===== src/rtl/pfcs_pkg.sv =====
package pfcs_pkg;

    localparam int ADDRESS_BITS = 18;
    localparam int BLOCK_COUNT  = 5;

    localparam int ADDR_W       = 18;
    localparam int DATA_W       = 8;
    localparam int BLK_W        = 3;
    localparam int MAP_W        = 5;
    localparam int STEP_W       = 3;
    localparam int KNOWN_BLOCKS = 5;

    localparam int VALID_BLOCKS = (BLOCK_COUNT < KNOWN_BLOCKS) ? BLOCK_COUNT : KNOWN_BLOCKS;

    localparam logic [ADDR_W-1:0] ADDR_MASK = (ADDRESS_BITS >= ADDR_W) ? {ADDR_W{1'b1}}
                                              : ADDR_W'((1 << ADDRESS_BITS) - 1);
    localparam logic [MAP_W-1:0]  ALL_BLOCKS  = MAP_W'((1 << VALID_BLOCKS) - 1);
    localparam logic [BLK_W:0]    BLOCK_LIMIT = (BLK_W + 1)'(VALID_BLOCKS);

    localparam logic [ADDR_W-1:0] UNLOCK_ADDR_A = ADDR_W'(32'h5555);
    localparam logic [ADDR_W-1:0] UNLOCK_ADDR_B = ADDR_W'(32'h2AAA);
    localparam logic [DATA_W-1:0] UNLOCK_DATA_A = 8'hAA;
    localparam logic [DATA_W-1:0] UNLOCK_DATA_B = 8'h55;
    localparam logic [DATA_W-1:0] CMD_PROGRAM   = 8'hA0;
    localparam logic [DATA_W-1:0] CMD_ERASE     = 8'h80;
    localparam logic [DATA_W-1:0] CMD_CHIP      = 8'h10;
    localparam logic [DATA_W-1:0] CMD_BLOCK     = 8'h30;

    localparam logic [STEP_W-1:0] PROGRAM_STEPS = 3'd4;
    localparam logic [STEP_W-1:0] ERASE_STEPS   = 3'd6;
    localparam logic [STEP_W-1:0] STEP_DATA     = 3'd3;

    typedef enum logic [1:0] {
        OP_PROGRAM     = 2'd0,
        OP_ERASE_CHIP  = 2'd1,
        OP_ERASE_BLOCK = 2'd2,
        OP_RESPONSE    = 2'd3
    } op_t;

    typedef enum logic [1:0] {
        KIND_WRITE = 2'd0,
        KIND_READ  = 2'd1,
        KIND_DONE  = 2'd2
    } kind_t;

    typedef enum logic [1:0] {
        ERR_NONE     = 2'd0,
        ERR_ACCESS   = 2'd1,
        ERR_MISMATCH = 2'd2,
        ERR_BLOCK    = 2'd3
    } err_t;

    typedef struct packed {
        op_t               func;
        logic [ADDR_W-1:0] address;
        logic [DATA_W-1:0] data;
        logic [BLK_W-1:0]  block_index;
        logic              big_endian_bytes;
        logic              big_endian_bits;
        logic              access_failed;
    } item_t;

    typedef struct packed {
        kind_t             kind;
        logic [ADDR_W-1:0] bus_address;
        logic [DATA_W-1:0] bus_data;
        logic              use_big_endian_bytes;
        logic              use_big_endian_bits;
        logic              success;
        err_t              error_code;
        logic [DATA_W-1:0] read_back;
        logic [MAP_W-1:0]  erased_map;
    } result_t;

    function automatic logic [ADDR_W-1:0] block_base(input logic [BLK_W-1:0] idx);
        logic [ADDR_W-1:0] base;
        case (idx)
            3'd1:    base = ADDR_W'(32'h0000_4000);
            3'd2:    base = ADDR_W'(32'h0000_6000);
            3'd3:    base = ADDR_W'(32'h0000_8000);
            3'd4:    base = ADDR_W'(32'h0002_0000);
            default: base = '0;
        endcase
        return base;
    endfunction

    // first known block whose masked base matches
    function automatic logic [MAP_W-1:0] block_hit(input logic [ADDR_W-1:0] taddr);
        logic [MAP_W-1:0] hit;
        hit = '0;
        for (int i = KNOWN_BLOCKS - 1; i >= 0; i--) begin
            if ((block_base(BLK_W'(i)) & ADDR_MASK) == taddr) begin
                hit = MAP_W'(1 << i);
            end
        end
        return hit;
    endfunction

endpackage


===== src/rtl/parallel_flash_command_sequencer_core.sv =====
// a request is registered at its input stage and any result that it produces leaves
// from the result register
// throughput: one request per cycle while the result register is not stalled
// reset: asynchronous, active low; clears the sequencer state, the erased map and
// both valid flags
module parallel_flash_command_sequencer_core (
    input  logic                         clk,
    input  logic                         rst_n,
    input  logic                         cmd_valid,
    output logic                         cmd_stall,
    input  logic [1:0]                   func,
    input  logic [pfcs_pkg::ADDR_W-1:0]  address,
    input  logic [pfcs_pkg::DATA_W-1:0]  data,
    input  logic [pfcs_pkg::BLK_W-1:0]   block_index,
    input  logic                         big_endian_bytes,
    input  logic                         big_endian_bits,
    input  logic                         access_failed,
    output logic                         res_valid,
    input  logic                         res_stall,
    output logic [1:0]                   kind,
    output logic [pfcs_pkg::ADDR_W-1:0]  bus_address,
    output logic [pfcs_pkg::DATA_W-1:0]  bus_data,
    output logic                         use_big_endian_bytes,
    output logic                         use_big_endian_bits,
    output logic                         success,
    output logic [1:0]                   error_code,
    output logic [pfcs_pkg::DATA_W-1:0]  read_back,
    output logic [pfcs_pkg::MAP_W-1:0]   erased_map
);
    import pfcs_pkg::*;

    logic               item_vld_reg;
    item_t              item_reg;
    logic               res_valid_reg;
    result_t            res_reg;

    logic               busy_reg,     busy_next;
    op_t                op_reg,       op_next;
    logic [STEP_W-1:0]  step_reg,     step_next;
    logic               polling_reg,  polling_next;
    logic [ADDR_W-1:0]  taddr_reg,    taddr_next;
    logic [DATA_W-1:0]  tdata_reg,    tdata_next;
    logic [1:0]         flags_reg,    flags_next;
    logic [MAP_W-1:0]   erased_reg,   erased_next;

    logic               advance;
    logic               emit;
    logic               finish;
    logic [STEP_W-1:0]  step_inc;
    result_t            res_next;

    function automatic result_t write_req(input op_t op, input logic [STEP_W-1:0] stp,
                                          input logic [ADDR_W-1:0] taddr,
                                          input logic [DATA_W-1:0] tdata,
                                          input logic [1:0] flags);
        result_t r;
        r = '0;
        r.kind = KIND_WRITE;
        if (op == OP_PROGRAM) begin
            case (stp)
                3'd0:
                begin
                    r.bus_address = UNLOCK_ADDR_A;
                    r.bus_data    = UNLOCK_DATA_A;
                end
                3'd1:
                begin
                    r.bus_address = UNLOCK_ADDR_B;
                    r.bus_data    = UNLOCK_DATA_B;
                end
                STEP_DATA:
                begin
                    r.bus_address          = taddr;
                    r.bus_data             = tdata;
                    r.use_big_endian_bytes = flags[1];
                    r.use_big_endian_bits  = flags[0];
                end
                default:
                begin
                    r.bus_address = UNLOCK_ADDR_A;
                    r.bus_data    = CMD_PROGRAM;
                end
            endcase
        end
        else
        begin
            case (stp)
                3'd0:
                begin
                    r.bus_address = UNLOCK_ADDR_A;
                    r.bus_data    = UNLOCK_DATA_A;
                end
                3'd1:
                begin
                    r.bus_address = UNLOCK_ADDR_B;
                    r.bus_data    = UNLOCK_DATA_B;
                end
                3'd2:
                begin
                    r.bus_address = UNLOCK_ADDR_A;
                    r.bus_data    = CMD_ERASE;
                end
                3'd3:
                begin
                    r.bus_address = UNLOCK_ADDR_A;
                    r.bus_data    = UNLOCK_DATA_A;
                end
                3'd4:
                begin
                    r.bus_address = UNLOCK_ADDR_B;
                    r.bus_data    = UNLOCK_DATA_B;
                end
                default:
                begin
                    if (op == OP_ERASE_CHIP) begin
                        r.bus_address = UNLOCK_ADDR_A;
                        r.bus_data    = CMD_CHIP;
                    end
                    else
                    begin
                        r.bus_address = taddr;
                        r.bus_data    = CMD_BLOCK;
                    end
                end
            endcase
        end
        r.bus_address = r.bus_address & ADDR_MASK;
        return r;
    endfunction

    function automatic result_t read_req(input op_t op, input logic [ADDR_W-1:0] taddr,
                                         input logic [1:0] flags);
        result_t r;
        r = '0;
        r.kind        = KIND_READ;
        r.bus_address = taddr;
        if (op == OP_PROGRAM) begin
            r.use_big_endian_bytes = flags[1];
            r.use_big_endian_bits  = flags[0];
        end
        return r;
    endfunction

    function automatic result_t done_res(input logic ok, input err_t err,
                                         input logic [DATA_W-1:0] rb);
        result_t r;
        r = '0;
        r.kind       = KIND_DONE;
        r.success    = ok;
        r.error_code = err;
        r.read_back  = rb;
        return r;
    endfunction

    assign advance   = item_vld_reg && (!res_valid_reg || !res_stall);
    assign cmd_stall = item_vld_reg && !advance;
    assign step_inc  = step_reg + 3'd1;

    always_comb
    begin
        busy_next    = busy_reg;
        op_next      = op_reg;
        step_next    = step_reg;
        polling_next = polling_reg;
        taddr_next   = taddr_reg;
        tdata_next   = tdata_reg;
        flags_next   = flags_reg;
        erased_next  = erased_reg;
        emit         = 1'b0;
        finish       = 1'b0;
        res_next     = '0;

        if (item_reg.func != OP_RESPONSE) begin
            if (!busy_reg) begin
                emit         = 1'b1;
                busy_next    = 1'b1;
                op_next      = item_reg.func;
                step_next    = '0;
                polling_next = 1'b0;
                flags_next   = '0;
                tdata_next   = '0;
                unique case (item_reg.func)
                    OP_PROGRAM:
                    begin
                        taddr_next = item_reg.address & ADDR_MASK;
                        tdata_next = item_reg.data;
                        flags_next = {item_reg.big_endian_bytes, item_reg.big_endian_bits};
                    end
                    OP_ERASE_CHIP:
                    begin
                        taddr_next = '0;
                    end
                    default:
                    begin
                        if ({1'b0, item_reg.block_index} >= BLOCK_LIMIT) begin
                            taddr_next = '0;
                            finish     = 1'b1;
                            res_next   = done_res(1'b0, ERR_BLOCK, '0);
                        end
                        else
                        begin
                            taddr_next = block_base(item_reg.block_index) & ADDR_MASK;
                        end
                    end
                endcase
                if (!finish) begin
                    res_next = write_req(op_next, '0, taddr_next, tdata_next, flags_next);
                end
            end
        end
        else if (busy_reg) begin
            emit = 1'b1;
            if (!polling_reg) begin
                if (item_reg.access_failed) begin
                    finish   = 1'b1;
                    res_next = done_res(1'b0, ERR_ACCESS, '0);
                end
                else
                begin
                    step_next = step_inc;
                    if (step_inc >= ((op_reg == OP_PROGRAM) ? PROGRAM_STEPS : ERASE_STEPS)) begin
                        polling_next = 1'b1;
                        res_next     = read_req(op_reg, taddr_reg, flags_reg);
                    end
                    else
                    begin
                        res_next = write_req(op_reg, step_inc, taddr_reg, tdata_reg, flags_reg);
                    end
                end
            end
            else if (item_reg.access_failed) begin
                // a chip erase marks everything even when its poll fails
                if (op_reg == OP_ERASE_CHIP) begin
                    erased_next = ALL_BLOCKS;
                end
                finish   = 1'b1;
                res_next = done_res(1'b0, ERR_ACCESS, '0);
            end
            else
            begin
                unique case (op_reg)
                    OP_PROGRAM:
                    begin
                        if (item_reg.data[7] != tdata_reg[7]) begin
                            res_next = read_req(op_reg, taddr_reg, flags_reg);
                        end
                        else if (item_reg.data != tdata_reg) begin
                            finish   = 1'b1;
                            res_next = done_res(1'b0, ERR_MISMATCH, item_reg.data);
                        end
                        else
                        begin
                            finish   = 1'b1;
                            res_next = done_res(1'b1, ERR_NONE, '0);
                        end
                    end
                    OP_ERASE_CHIP:
                    begin
                        if (item_reg.data[7]) begin
                            erased_next = ALL_BLOCKS;
                            finish      = 1'b1;
                            res_next    = done_res(1'b1, ERR_NONE, '0);
                        end
                        else
                        begin
                            res_next = read_req(op_reg, taddr_reg, flags_reg);
                        end
                    end
                    default:
                    begin
                        if (item_reg.data[7]) begin
                            erased_next = erased_reg | block_hit(taddr_reg);
                            finish      = 1'b1;
                            res_next    = done_res(1'b1, ERR_NONE, '0);
                        end
                        else
                        begin
                            res_next = read_req(op_reg, taddr_reg, flags_reg);
                        end
                    end
                endcase
            end
        end

        if (finish) begin
            busy_next    = 1'b0;
            polling_next = 1'b0;
            step_next    = '0;
        end
        res_next.erased_map = erased_next;
    end

    always_ff @(posedge clk or negedge rst_n)
    begin
        if (!rst_n) begin
            item_vld_reg  <= 1'b0;
            res_valid_reg <= 1'b0;
            busy_reg      <= 1'b0;
            op_reg        <= OP_PROGRAM;
            step_reg      <= '0;
            polling_reg   <= 1'b0;
            taddr_reg     <= '0;
            tdata_reg     <= '0;
            flags_reg     <= '0;
            erased_reg    <= '0;
        end
        else
        begin
            if (!cmd_stall) begin
                item_vld_reg <= cmd_valid;
            end
            if (!res_valid_reg || !res_stall) begin
                res_valid_reg <= item_vld_reg && emit;
            end
            if (advance) begin
                busy_reg    <= busy_next;
                op_reg      <= op_next;
                step_reg    <= step_next;
                polling_reg <= polling_next;
                taddr_reg   <= taddr_next;
                tdata_reg   <= tdata_next;
                flags_reg   <= flags_next;
                erased_reg  <= erased_next;
            end
        end
    end

    always_ff @(posedge clk)
    begin
        if (!cmd_stall) begin
            item_reg.func             <= op_t'(func);
            item_reg.address          <= address;
            item_reg.data             <= data;
            item_reg.block_index      <= block_index;
            item_reg.big_endian_bytes <= big_endian_bytes;
            item_reg.big_endian_bits  <= big_endian_bits;
            item_reg.access_failed    <= access_failed;
        end
        if (advance) begin
            res_reg <= res_next;
        end
    end

    assign res_valid            = res_valid_reg;
    assign kind                 = res_reg.kind;
    assign bus_address          = res_reg.bus_address;
    assign bus_data             = res_reg.bus_data;
    assign use_big_endian_bytes = res_reg.use_big_endian_bytes;
    assign use_big_endian_bits  = res_reg.use_big_endian_bits;
    assign success              = res_reg.success;
    assign error_code           = res_reg.error_code;
    assign read_back            = res_reg.read_back;
    assign erased_map           = res_reg.erased_map;

    a_polling_busy: assert property (@(posedge clk) disable iff (!rst_n)
        polling_reg |-> busy_reg)
        else $error("polling while idle");

    a_done_idle: assert property (@(posedge clk) disable iff (!rst_n)
        (advance && emit && res_next.kind == KIND_DONE) |=> (!busy_reg && res_valid_reg))
        else $error("done without returning to idle");

    a_erased_sticky: assert property (@(posedge clk) disable iff (!rst_n)
        1'b1 |=> ((erased_reg & $past(erased_reg)) == $past(erased_reg)))
        else $error("erased flag cleared");

    a_stall_cause: assert property (@(posedge clk) disable iff (!rst_n)
        cmd_stall |-> (item_vld_reg && res_valid_reg && res_stall))
        else $error("request stalled with free result register");

endmodule

===== config.mk =====
export PLATFORM = sky130hd
export DESIGN_NAME = parallel_flash_command_sequencer_core
export DESIGN_NICKNAME = d
export VERILOG_FILES = /design/src/rtl/pfcs_pkg.sv /design/src/rtl/parallel_flash_command_sequencer_core.sv
export SDC_FILE = /design/constraint.sdc
export NUM_CORES = 1
export LEC_CHECK = 0
export BUFFER_PORTS_ARGS = -buffer_cell sky130_fd_sc_hd__buf_2
export CORE_MARGIN = 4
export CORE_UTILIZATION = 45
export DETAILED_ROUTE_END_ITERATION = 16
export GPL_ROUTABILITY_DRIVEN = 0
export HOLD_SLACK_MARGIN = 0.1
export PLACE_DENSITY_LB_ADDON = 0.12
export SLEW_MARGIN = 5
export SYNTH_ARGS = -nofsm -noshare
export SYNTH_HDL_FRONTEND = slang
export SYNTH_SLANG_ARGS = --single-unit

===== constraint.sdc =====
create_clock -name clk -period 4.1 [get_ports clk]
set_input_delay 0.205 -clock clk [delete_from_list [all_inputs] [get_ports clk]]
set_output_delay 0.205 -clock clk [all_outputs]
set_load 0.03 [all_outputs]

==> metrics.md, run 1 <==
| Metric | Value |
|---|---|
| Type of the worst min-delay path | flip-flop to flip-flop |
| Slowest-stage cell, CP | sky130_fd_sc_hd__dfrtp_1 |
| TritonCTS clock tree | built |
| Antenna cells | 0 |
| Share of post-route cells with drive strength above 1 | 0.2272 |
| Final wirelength | 13110 microns |
| Element type at the critical path end | flip-flop |
| Detailed-router iteration count before antenna repair | 5 |
| Initial core utilization | 0.4643 |
| Count of final hold-check violations | 0 |
| Clock input transition at the sequential cells of the worst setup and hold paths | 0.06 ns |
| Largest net degree at the start of global routing | 50 |
| Most frequently used cell type in the post-synthesis netlist | sky130_fd_sc_hd__nand2_1 |
| Switching power share of the total | 0.3543 |
| Lkg Pwr | 2.888 nW |
| RSZ-0062 raised after global routing | false |
| H-tree depth | 4 |
| DRC marker count from the first detailed-route iteration | 298 |
| Final critical path time including I/O delays and setup | 3.185 ns |
| Hold path depth | 1 |
| Number of buffers inserted by port buffering | 85 |
| Global-route usage over all layers | 0.1940 |
| Slew at the pin closest to its max-slew limit | 1.013 ns |
| Leading cell types by count after synthesis | sky130_fd_sc_hd__nand2_1 (83), sky130_fd_sc_hd__edfxtp_1 (80), sky130_fd_sc_hd__dfrtp_1 (42) |
| Final worst setup slack | 0.9149 ns |
| Data required time of the critical path | 4.23 ns |
| Setup TNS after final layout | 0 ns |
| Synth-to-Final Area Change | 27.61% |
| Vias in the first global route | 4152 |
| Fraction of post-synthesis cell area in the top cell type by area | 0.4272 |
| Maximum root-to-sink buffer count | 2 |
| Endpoint with the worst hold slack | erased_reg[0]$_DFFE_PN0P_ |
| Combinational power share | 0.294 |
| Detail Route Antenna Nets | 0 |
| Relative contribution of sequential cells to total power | 0.393 |
| DRC viols | 0 |
| Via-per-instance ratio | 5.248 |
| Type of the worst setup path | flip-flop to flip-flop |
| Signal arrival time at the worst endpoint | 3.31 ns |
| Cell occurring most often along the worst timing path | sky130_fd_sc_hd__nor2_2 |
| Final setup fails | 0 |
| DP Cell Count | 724 |
| Net switching power of the design | 1.778 mW |
| Maximum achievable frequency | 0.3140 GHz |
| Worst slew margin relative to its limit | 0.3195 |
| Grt total ovfl | 0 |
| Row Count | 40 |
| Number of flip-flops under the largest register name | 34 |
| Portion of the clock cycle consumed by the worst path in the final layout | 0.7769 |
| Clk network pwr share | 0.313 |
| Highest fanout seen on the critical path | 13 |
| Largest clock skew in the final design | 0.007794 ns |
| Initial antenna violation count | 0 |
| Post-synth EDFFs | 80 |
| Most used flip-flop cell after synthesis | sky130_fd_sc_hd__edfxtp_1 |
| Setup slack after placement | 0.9676 ns |
| Num CTS Buffers | 17 |
| Dominant cell type by area after synthesis | sky130_fd_sc_hd__edfxtp_1 |
| Wire length of the first global-routing pass | 21460 microns |
| Core ar. | 0.01211 sq mm |
| Internal power component | 3.239 mW |
| Seq cells post-synth | 122 |
| DIE AREA | 0.01435 sq mm |
| Synth warnings | 0 |
| Mean instance size in the synthesized netlist | 11.45 sq um |
| Count of mapped cells out of synthesis | 491 |
| Number of clock sinks | 122 |
| Final Non-Filler Cells | 793 |
| Pins Over Slew Limit | 0 |
| Total number of vias | 4162 |
| Leading cell types by total area after synthesis | sky130_fd_sc_hd__edfxtp_1 (43%), sky130_fd_sc_hd__dfrtp_1 (19%), sky130_fd_sc_hd__nand2_1 (5.5%), sky130_fd_sc_hd__o21ai_0 (3.2%), sky130_fd_sc_hd__nor2_1 (1.8%) |
| Clock Root Buffer | sky130_fd_sc_hd__clkbuf_16 |
| Worst r2r src | op_reg[1]$_DFFE_PN0P_ |
| Cell area after synthesis | 0.005623 sq mm |
| Delay of the slowest cell on the worst path | 0.47 ns |
| Nets | 658 |
| Number of distinct standard cells referenced by the synthesized netlist | 64 |
| Nature of the critical path startpoint | flip-flop |
| Width of the chip | 119.8 microns |
| Detailed placement HPWL | 8879 microns |
| Floorplan die height | 119.8 microns |
| Internal reg-to-reg setup slack | 0.91 ns |
| Run status | finished, final reports clean |
| Clock insertion delay at the later pin of the skew report | 0.42 ns |
| Average routed wire per standard cell | 16.53 microns |
| Post-CTS repair timing setup buffer count | 0 |
| Cells along the critical path | nor2_2 > inv_2 > ha_1 > a21boi_0 > nor2_2 > a2bb2o_1 > and3b_1 > a31oi_2 |
| Sequential area share after synthesis | 0.6142 |
| I/O pins | 86 |
| VDD IR-drop max | 0.0003755 V |
| FF-to-FF End | bus_address[12]$_DFFE_PP_ |
| Hold_sp | erased_reg[0]$_DFFE_PN0P_ |
| Max-capacitance violation count | 0 |
| Reg2Reg Depth | 8 |
| Worst hold margin | 0.4476 ns |
| Power per standard cell area | 699.1 mW/mm^2 |
| Fraction of synthesis flops using an asynchronous set or reset pin | 0.3443 |
| Mapped Nets | 537 |
==> what timing repair did <==
action	in CTS	in global routing
gates resized for setup	0	0
endpoints found under the hold margin	78	0
hold buffers	37	0
==> power groups by stage <==
| stage | Clock, mW | Combinational (mW) | Sequential (mW) |
|---|---|---|---|
| global placement | 0 | 1.43 | 1.97 |
| floorplan | 0 | 0.895 | 2.11 |
| CTS | 1.59 | 1.49 | 1.96 |
| finish | 1.57 | 1.48 | 1.97 |
| global route | 1.65 | 1.63 | 2.01 |
| detailed placement | 0 | 1.45 | 1.98 |
==> worst max-delay path, delay by kind of cell (launching register included) <==
kind	cells	cell delay, ns
AND/OR/NAND/NOR	3	1.11
adder cells (fa/ha/maj)	1	0.32
AO/OA/AOI/OAI	3	0.77
buffers and inverters	1	0.22
flip-flops	1	0.47
==> area by class of cell <==
cell class	instances	area, sq um
fillers	1012	4936
flip-flops and latches	122	3453
multi-input cells	326	1989
repair buffers	127	833.3
clock buffers	23	478.0
well taps	168	210.2
clock inverters	9	143.9
inverters	18	67.56
==> per-layer routing <==
metal	share of wire	GRT usage	routed length (microns)	vias to the layer above
met1	0.46	0.2606	5969	1958
met2	0.46	0.2945	6079	139
met3	0.054	0.05231	703	27
li1	-	-	-	2038
met4	0.027	0.09019	355	0
met5	0	0	0	-
==> worst max-delay path by stage <==
stage	startpoint	to	slack, ns	depth (start not counted)
3_5_place_dp	op_reg[1]$_DFFE_PN0P_	bus_address[12]$_DFFE_PP_	0.97	8
2_1_floorplan	op_reg[1]$_DFFE_PN0P_	bus_address[0]$_DFFE_PP_	1.30	11
5_1_grt	op_reg[1]$_DFFE_PN0P_	bus_address[12]$_DFFE_PP_	0.66	8
4_1_cts	op_reg[1]$_DFFE_PN0P_	bus_address[12]$_DFFE_PP_	0.94	8
6_report	op_reg[1]$_DFFE_PN0P_	bus_address[12]$_DFFE_PP_	0.91	8
3_3_place_gp	op_reg[1]$_DFFE_PN0P_	bus_address[12]$_DFFE_PP_	1.07	8
==> cell families after synthesis <==
logic type                 after synthesis  share of synthesized area
xor gates and xnor gates                11                    0.01847
adders and majority gates                8                    0.01780
muxes                                    6                    0.01179
DFF                                    122                     0.6142
AOI/OAI and AO/OA                      125                     0.1573
and+or+nand+nor                        176                     0.1484
buffers and inverters                   43                    0.03204
==> cell usage in the layout, fill, tap and decap left out, types with 5 or more instances in the layout <==
master / n
sky130_fd_sc_hd__inv_1: 16
sky130_fd_sc_hd__nand3_1: 11
sky130_fd_sc_hd__o31ai_1: 7
sky130_fd_sc_hd__a21oi_1: 14
sky130_fd_sc_hd__nor3_1: 5
sky130_fd_sc_hd__edfxtp_1: 80
sky130_fd_sc_hd__o21ai_0: 36
sky130_fd_sc_hd__dfrtp_1: 42
sky130_fd_sc_hd__and2_1: 11
sky130_fd_sc_hd__nor2_1: 27
sky130_fd_sc_hd__a41oi_1: 7
sky130_fd_sc_hd__dlygate4sd3_1: 37
sky130_fd_sc_hd__ha_1: 8
sky130_fd_sc_hd__clkbuf_16: 17
sky130_fd_sc_hd__buf_4: 5
sky130_fd_sc_hd__buf_2: 85
sky130_fd_sc_hd__o21ai_1: 18
sky130_fd_sc_hd__nand2_1: 83
sky130_fd_sc_hd__xnor2_1: 9
sky130_fd_sc_hd__nand2b_1: 8
sky130_fd_sc_hd__a31oi_2: 7
==> through the flow <==
| step | utilization | cell area (sq um) | power, mW |
|---|---|---|---|
| floorplan | - | 5623 | 3.005 |
| global placement | 0.5105 | 6183 | 3.399 |
| detailed placement | 0.5105 | 6183 | 3.431 |
| CTS | 0.5925 | 7176 | 5.042 |
| global route | 0.5925 | 7176 | 5.287 |
| finish | 0.5925 | 7176 | 5.017 |
No activity file was read; power rests on OpenSTA's default activity.
==> run 2, diff against run 1 <==
Clock period 4.1 ns to 2.9 ns, I/O delays scaled along.
==> run 2 against run 1 <==
Effect of this change:
- clock power increased by 54%
- sequential power increased by 41%
- clock skew decreased by 0.00053 ns
- critical path depth increased by 1
- cell area increased by 2.3%
- core utilization increased by 1.3 points
- worst hold slack got worse by 0.011 ns
- via count increased by 2.1%
- non-clock buffer count increased by 12
- largest cell class unchanged
==> metrics.md, run 2 (same netlist as run 1, synthesis figures left out) <==
| Metric | Value |
|---|---|
| Highest fanout seen on the critical path | 8 (-5) |
| Final Util | 0.6059 (+0.01343) |
| Worst hold margin | 0.4364 ns (-0.01115 ns) |
| Total number of vias | 4249 (+2.1%) |
| I/O pins | 86 (unchanged) |
| Largest clock skew in the final design | 0.007265 ns (-0.0005286 ns) |
| Pins Over Slew Limit | 0 (unchanged) |
| Nature of the critical path startpoint | flip-flop |
| Clock Root Buffer | sky130_fd_sc_hd__clkbuf_16 |
| Final wirelength | 13180 microns (+0.53%) |
| Global-route usage over all layers | 0.1962 (+0.002201) |
| Cells along the critical path | inv_1 > ha_1 > inv_1 > ha_1 > a21boi_0 > o211ai_1 > a2111oi_4 > a41oi_1 > o21ai_1 |
| Share of post-route cells with drive strength above 1 | 0.2496 (+0.02241) |
| Wire length of the first global-routing pass | 21660 microns (+0.93%) |
| Commonest non-fill, non-tap cells in the layout | sky130_fd_sc_hd__buf_2 (85), sky130_fd_sc_hd__nand2_1 (83), sky130_fd_sc_hd__edfxtp_1 (80), sky130_fd_sc_hd__dfrtp_1 (42), sky130_fd_sc_hd__dlygate4sd3_1 (37) |
| Detailed placement HPWL | 9009 microns (+1.5%) |
| Detailed-router iteration count before antenna repair | 4 (-1) |
| Relative contribution of sequential cells to total power | 0.380 (-0.013) |
| TritonCTS clock tree | built |
| Num CTS Buffers | 17 (unchanged) |
| Switching power share of the total | 0.3459 (-0.008418) |
| Slew at the pin closest to its max-slew limit | 0.9839 ns (-0.02909 ns) |
| Synth-to-Final Area Change | 30.51% |
| Combinational power share | 0.291 (-0.003) |
| Vias in the first global route | 4242 (+2.2%) |
| Number of buffers inserted by port buffering | 85 (unchanged) |
| Signal arrival time at the worst endpoint | 3.00 ns (-0.31 ns) |
| Initial core utilization | 0.4643 (unchanged) |
| Clk network pwr share | 0.329 (+0.016) |
| Element type at the critical path end | flip-flop |
| Most common cell after layout, fill and taps aside | sky130_fd_sc_hd__buf_2 |
| Average routed wire per standard cell | 16.37 microns (-0.96%) |
| DRC marker count from the first detailed-route iteration | 256 (-14%) |
| Delay of the slowest cell on the worst path | 0.61 ns (+0.14 ns) |
| Detail Route Antenna Nets | 0 (unchanged) |
| Clock insertion delay at the later pin of the skew report | 0.42 ns (about the same) |
| Category of cells accounting for the largest share of critical-path delay | compound AO/OA/AOI/OAI gates |
| Maximum root-to-sink buffer count | 2 (unchanged) |
| DP Cell Count | 736 (+1.7%) |
| Lkg Pwr | 2.977 nW (+3.1%) |
| Final setup fails | 0 (unchanged) |
| Nets | 670 (+1.8%) |
| DRC viols | 0 (unchanged) |
| RSZ-0062 raised after global routing | false |
| Overall Power | 7.330 mW (+46%) |
| Number of clock sinks | 122 (unchanged) |
| Portion of the clock cycle consumed by the worst path in the final layout | 0.9442 (+0.1673) |
| Clock input transition at the sequential cells of the worst setup and hold paths | 0.05 ns (about the same) |
| Data required time of the critical path | 3.16 ns (-1.07 ns) |
| Grt total ovfl | 0 (unchanged) |
| Floorplan die height | 119.8 microns (unchanged) |
| Count of final hold-check violations | 0 (unchanged) |
| Run status | finished, final reports clean |
| Power per standard cell area | 998.8 mW/mm^2 (+43%) |
| Internal power component | 4.794 mW (+48%) |
| Initial antenna violation count | 0 (unchanged) |
| Width of the chip | 119.8 microns (unchanged) |
| Antenna cells | 0 (unchanged) |
| Worst slew margin relative to its limit | 0.3441 (+0.02459) |
| Number of flip-flops under the largest register name | 34 (unchanged) |
| Maximum achievable frequency | 0.3652 GHz (+16%) |
| Buffers & Inverters on Critical Path | 2 (+1) |
| Setup TNS after final layout | 0 ns (unchanged) |
| Type of the worst setup path | flip-flop to flip-flop |
| Core ar. | 0.01211 sq mm (unchanged) |
| VDD IR-drop max | 0.0005310 V (+41%) |
| Final Non-Filler Cells | 805 (+1.5%) |
| Final critical path time including I/O delays and setup | 2.738 ns (-0.4469 ns) |
| Max-capacitance violation count | 0 (unchanged) |
| Largest net degree at the start of global routing | 43 (-14%) |
| Slowest-stage cell, CP | sky130_fd_sc_hd__a2111oi_4 |
| Internal reg-to-reg setup slack | 0.16 ns (-0.75 ns) |
| Net switching power of the design | 2.535 mW (+43%) |
| H-tree depth | 4 (unchanged) |
| Type of the worst min-delay path | primary input to flip-flop |
| Via-per-instance ratio | 5.278 (+0.57%) |
| Row Count | 40 (unchanged) |
| DIE AREA | 0.01435 sq mm (unchanged) |
[run 2: through the flow]
step | instance area [sq um] | setup WS [ns]
after detailed placement | 6274 | 0.1520
after CTS | 7332 | 0.09474
final | 7338 | 0.1618
after global routing | 7338 | 0.01677
after global placement | 6274 | 0.2276
after floorplan | 5623 | 0.1003
[run 2: power by group through the flow]
stage	Combinational [mW]	Clock, mW	Sequential (mW)
final	2.14	2.41	2.78
after CTS	2.15	2.45	2.77
after floorplan	1.27	0	2.98
after detailed placement	2.10	0	2.80
after global routing	2.36	2.54	2.84
after global placement	2.06	0	2.79
[run 2: final cells by class]
class,instances,area (sq um)
Clock buffer,21,503.0
Clock inverter,11,185.2
Fill cell,1000,4773
Inverter,18,67.56
Multi-Input combinational cell,326,1996
Sequential cell,122,3453
Tap cell,168,210.2
Timing Repair Buffer,139,923.4
[run 2: repair_timing]
action,in CTS,in global routing
hold endpoints to repair,78,0
setup endpoints to repair,0,7
hold buffers,37,0
setup buffers,0,0
resized for setup,0,2
[run 2: path summary, 6_finish.rpt]
kind,from,to,cells past startpoint
setup / recovery,step_reg[0]$_DFFE_PN0P_,bus_address[7]$_SDFFCE_PP0P_,9
hold / removal,address[15],item_reg[29]$_DFFE_PN_,2
setup reg to reg,step_reg[0]$_DFFE_PN0P_,bus_address[7]$_SDFFCE_PP0P_,9
hold reg to reg,erased_reg[0]$_DFFE_PN0P_,erased_reg[0]$_DFFE_PN0P_,1
max in group asynchronous,rst_n,erased_reg[0]$_DFFE_PN0P_,2
min in group asynchronous,rst_n,tdata_reg[5]$_DFFE_PN0P_,2
[run 2: metal layers]
layer / vias to the layer above / track usage / share of wire
met4: 0 / 0.07874 / 0.017
met1: 2039 / 0.2664 / 0.44
met2: 138 / 0.3008 / 0.47
met5: - / 0 / 0
met3: 18 / 0.05231 / 0.064
li1: 2054 / - / -
==> run 3, diff against run 2 <==
Settings changed: BUFFER_PORTS_ARGS -buffer_cell sky130_fd_sc_hd__buf_2 to -buffer_cell sky130_fd_sc_hd__buf_4.
==> run 3 against run 2 <==
Effect of this change:
- fmax is 1.1% higher
- critical path depth did not move
- routed wire length is 1.9% higher
- core utilization increased by 0.58 points
- global-route usage decreased by 0.22 points
- via count down 0.87%
- register-to-register slack improved by 0.03 ns
- clock power is 18% lower
==> metrics.md, run 3 (same netlist as run 1, synthesis figures left out) <==
| Metric | Value |
|---|---|
| Row Count | 40 (unchanged) |
| Nature of the critical path startpoint | flip-flop |
| Highest fanout seen on the critical path | 8 (unchanged) |
| Element type at the critical path end | flip-flop |
| Initial antenna violation count | 0 (unchanged) |
| Grt total ovfl | 0 (unchanged) |
| Nets | 669 (-0.15%) |
| DRC marker count from the first detailed-route iteration | 293 (+14%) |
| Power per standard cell area | 947.8 mW/mm^2 (-5.1%) |
| Lkg Pwr | 2.961 nW (-0.54%) |
| Final worst setup slack | 0.1923 ns (+0.03051 ns) |
| Synth-to-Final Area Change | 31.75% |
| RSZ-0062 raised after global routing | false |
| Number of buffers inserted by port buffering | 85 (unchanged) |
| Global-route usage over all layers | 0.1940 (-0.002221) |
| Count of final hold-check violations | 0 (unchanged) |
| Core ar. | 0.01211 sq mm (unchanged) |
| Area of combinational cells with multiple inputs | 0.001996 sq mm (unchanged) |
| Share of post-route cells with drive strength above 1 | 0.2500 (+0.0003925) |
| Data required time of the critical path | 3.15 ns (about the same) |
| VDD IR-drop max | 0.0004345 V (-18%) |
| Max-capacitance violation count | 0 (unchanged) |
| Setup TNS after final layout | 0 ns (unchanged) |
| Vias in the first global route | 4163 (-1.9%) |
| Final setup fails | 0 (unchanged) |
| Type of the worst min-delay path | primary input to async pin |
| Clock insertion delay at the later pin of the skew report | 0.41 ns (about the same) |
| Largest clock skew in the final design | 0.007288 ns (+0.00002274 ns) |
| Number of clock sinks | 122 (unchanged) |
| Total number of vias | 4212 (-0.87%) |
| Worst hold margin | 0.2812 ns (-0.1552 ns) |
| H-tree depth | 4 (unchanged) |
| Type of the worst setup path | flip-flop to flip-flop |
| Number of flip-flops under the largest register name | 34 (unchanged) |
| Slew at the pin closest to its max-slew limit | 0.9522 ns (-0.03174 ns) |
| Most common cell after layout, fill and taps aside | sky130_fd_sc_hd__buf_4 |
| Maximum root-to-sink buffer count | 2 (unchanged) |
| Internal reg-to-reg setup slack | 0.19 ns (+0.03 ns) |
| Filler cell count in the final layout | 971 (-2.9%) |
| Commonest non-fill, non-tap cells in the layout | sky130_fd_sc_hd__buf_4 (101), sky130_fd_sc_hd__nand2_1 (83), sky130_fd_sc_hd__edfxtp_1 (80), sky130_fd_sc_hd__dfrtp_1 (42), sky130_fd_sc_hd__dlygate4sd3_1 (37) |
| Detail Route Antenna Nets | 0 (unchanged) |
| Clock Root Buffer | sky130_fd_sc_hd__clkbuf_16 |
| TritonCTS clock tree | built |
| DIE AREA | 0.01435 sq mm (unchanged) |
| I/O pins | 86 (unchanged) |
| Detailed placement HPWL | 9074 microns (+0.72%) |
| Width of the chip | 119.8 microns (unchanged) |
| Floorplan die height | 119.8 microns (unchanged) |
| Maximum achievable frequency | 0.3693 GHz (+1.1%) |
| DRC viols | 0 (unchanged) |
| Via-per-instance ratio | 5.239 (-0.75%) |
| Num CTS Buffers | 17 (unchanged) |
| Signal arrival time at the worst endpoint | 2.96 ns (-0.04 ns) |
| Wire length of the first global-routing pass | 21620 microns (-0.19%) |
| Run status | finished, final reports clean |
| Largest net degree at the start of global routing | 43 (unchanged) |
| Seq. cell area | 0.003453 sq mm (unchanged) |
| Average routed wire per standard cell | 16.71 microns (+2.0%) |
| Initial core utilization | 0.4643 (unchanged) |
| Antenna cells | 0 (unchanged) |
| Portion of the clock cycle consumed by the worst path in the final layout | 0.9337 (-0.01052) |
| Final wirelength | 13430 microns (+1.9%) |
| Clock input transition at the sequential cells of the worst setup and hold paths | 0.06 ns (about the same) |
| Setup slack after placement | 0.1218 ns (-0.03020 ns) |
| Detailed-router iteration count before antenna repair | 4 (unchanged) |
| Final critical path time including I/O delays and setup | 2.708 ns (-0.03051 ns) |
| Worst slew margin relative to its limit | 0.3563 (+0.01222) |
| Pins Over Slew Limit | 0 (unchanged) |
## run 3: cell count changes in the layout (fill, tap and decap cells not counted), sizes merged
cell / change
inv: +2
clkinv: +2
buf: -1
bufinv: -4
clkbuf: -4
clkinvlp: +4
## run 3: cell type report
type | instances | share of cell area
clock buffers | 17 | 0.05742
well taps | 168 | 0.02837
repair buffers | 138 | 0.1523
flip-flops and latches | 122 | 0.4661
multi-input cells | 326 | 0.2694
inverters | 18 | 0.009120
clock inverters | 15 | 0.01723
## run 3: where the power goes
part | switching, mW | internal, mW | total [mW]
sequential | 0.412 | 2.39 | 2.80
combinational | 1.41 | 0.846 | 2.25
clock | 0.797 | 1.18 | 1.97
total | 2.62 | 4.41 | 7.02
## run 3: timing repair
item,4_1_cts,5_1_grt
endpoints found under the hold margin,78,0
gates resized for setup,0,2
endpoints found under the setup margin,0,8
hold buffers,37,0
setup buffers,0,1
## run 3: worst paths after layout
check,cells after the start,startpoint,to
max,9,step_reg[0]$_DFFE_PN0P_,bus_address[12]$_DFFE_PP_
min,2,rst_n,tdata_reg[0]$_DFFE_PN0P_
max reg2reg,9,step_reg[0]$_DFFE_PN0P_,bus_address[12]$_DFFE_PP_
min reg2reg,2,erased_reg[3]$_DFFE_PN0P_,erased_reg[3]$_DFFE_PN0P_
max in group asynchronous,2,rst_n,erased_reg[0]$_DFFE_PN0P_
min in group clk,2,erased_reg[3]$_DFFE_PN0P_,erased_reg[3]$_DFFE_PN0P_
## run 3: layer usage
metal	global-route usage	part of all wire
met2	0.3008	0.47
met1	0.2702	0.47
met4	0.06657	0.018
met3	0.04477	0.043
met5	0	0
## run 3: critical path, stage by stage, from the launching register on
cell and delay, ns:
sky130_fd_sc_hd__dfrtp_1 0.47, sky130_fd_sc_hd__inv_1 0.13, sky130_fd_sc_hd__ha_1 0.31, sky130_fd_sc_hd__inv_1 0.05, sky130_fd_sc_hd__ha_1 0.29, sky130_fd_sc_hd__a21boi_0 0.34
sky130_fd_sc_hd__or2_1 0.21, sky130_fd_sc_hd__o31a_1 0.20, sky130_fd_sc_hd__nand4bb_2 0.28, sky130_fd_sc_hd__a31oi_2 0.27
## run 3: stage by stage
step | total power, mW | instance area (sq um) | std cells | util
2_1_floorplan | 4.248 | 5623 | 491 | -
3_3_place_gp | 4.956 | 6471 | 734 | 0.5343
3_5_place_dp | 5.014 | 6471 | 734 | 0.5343
4_1_cts | 7.033 | 7395 | 803 | 0.6105
5_1_grt | 7.379 | 7408 | 804 | 0.6117
6_report | 7.021 | 7408 | 804 | 0.6117
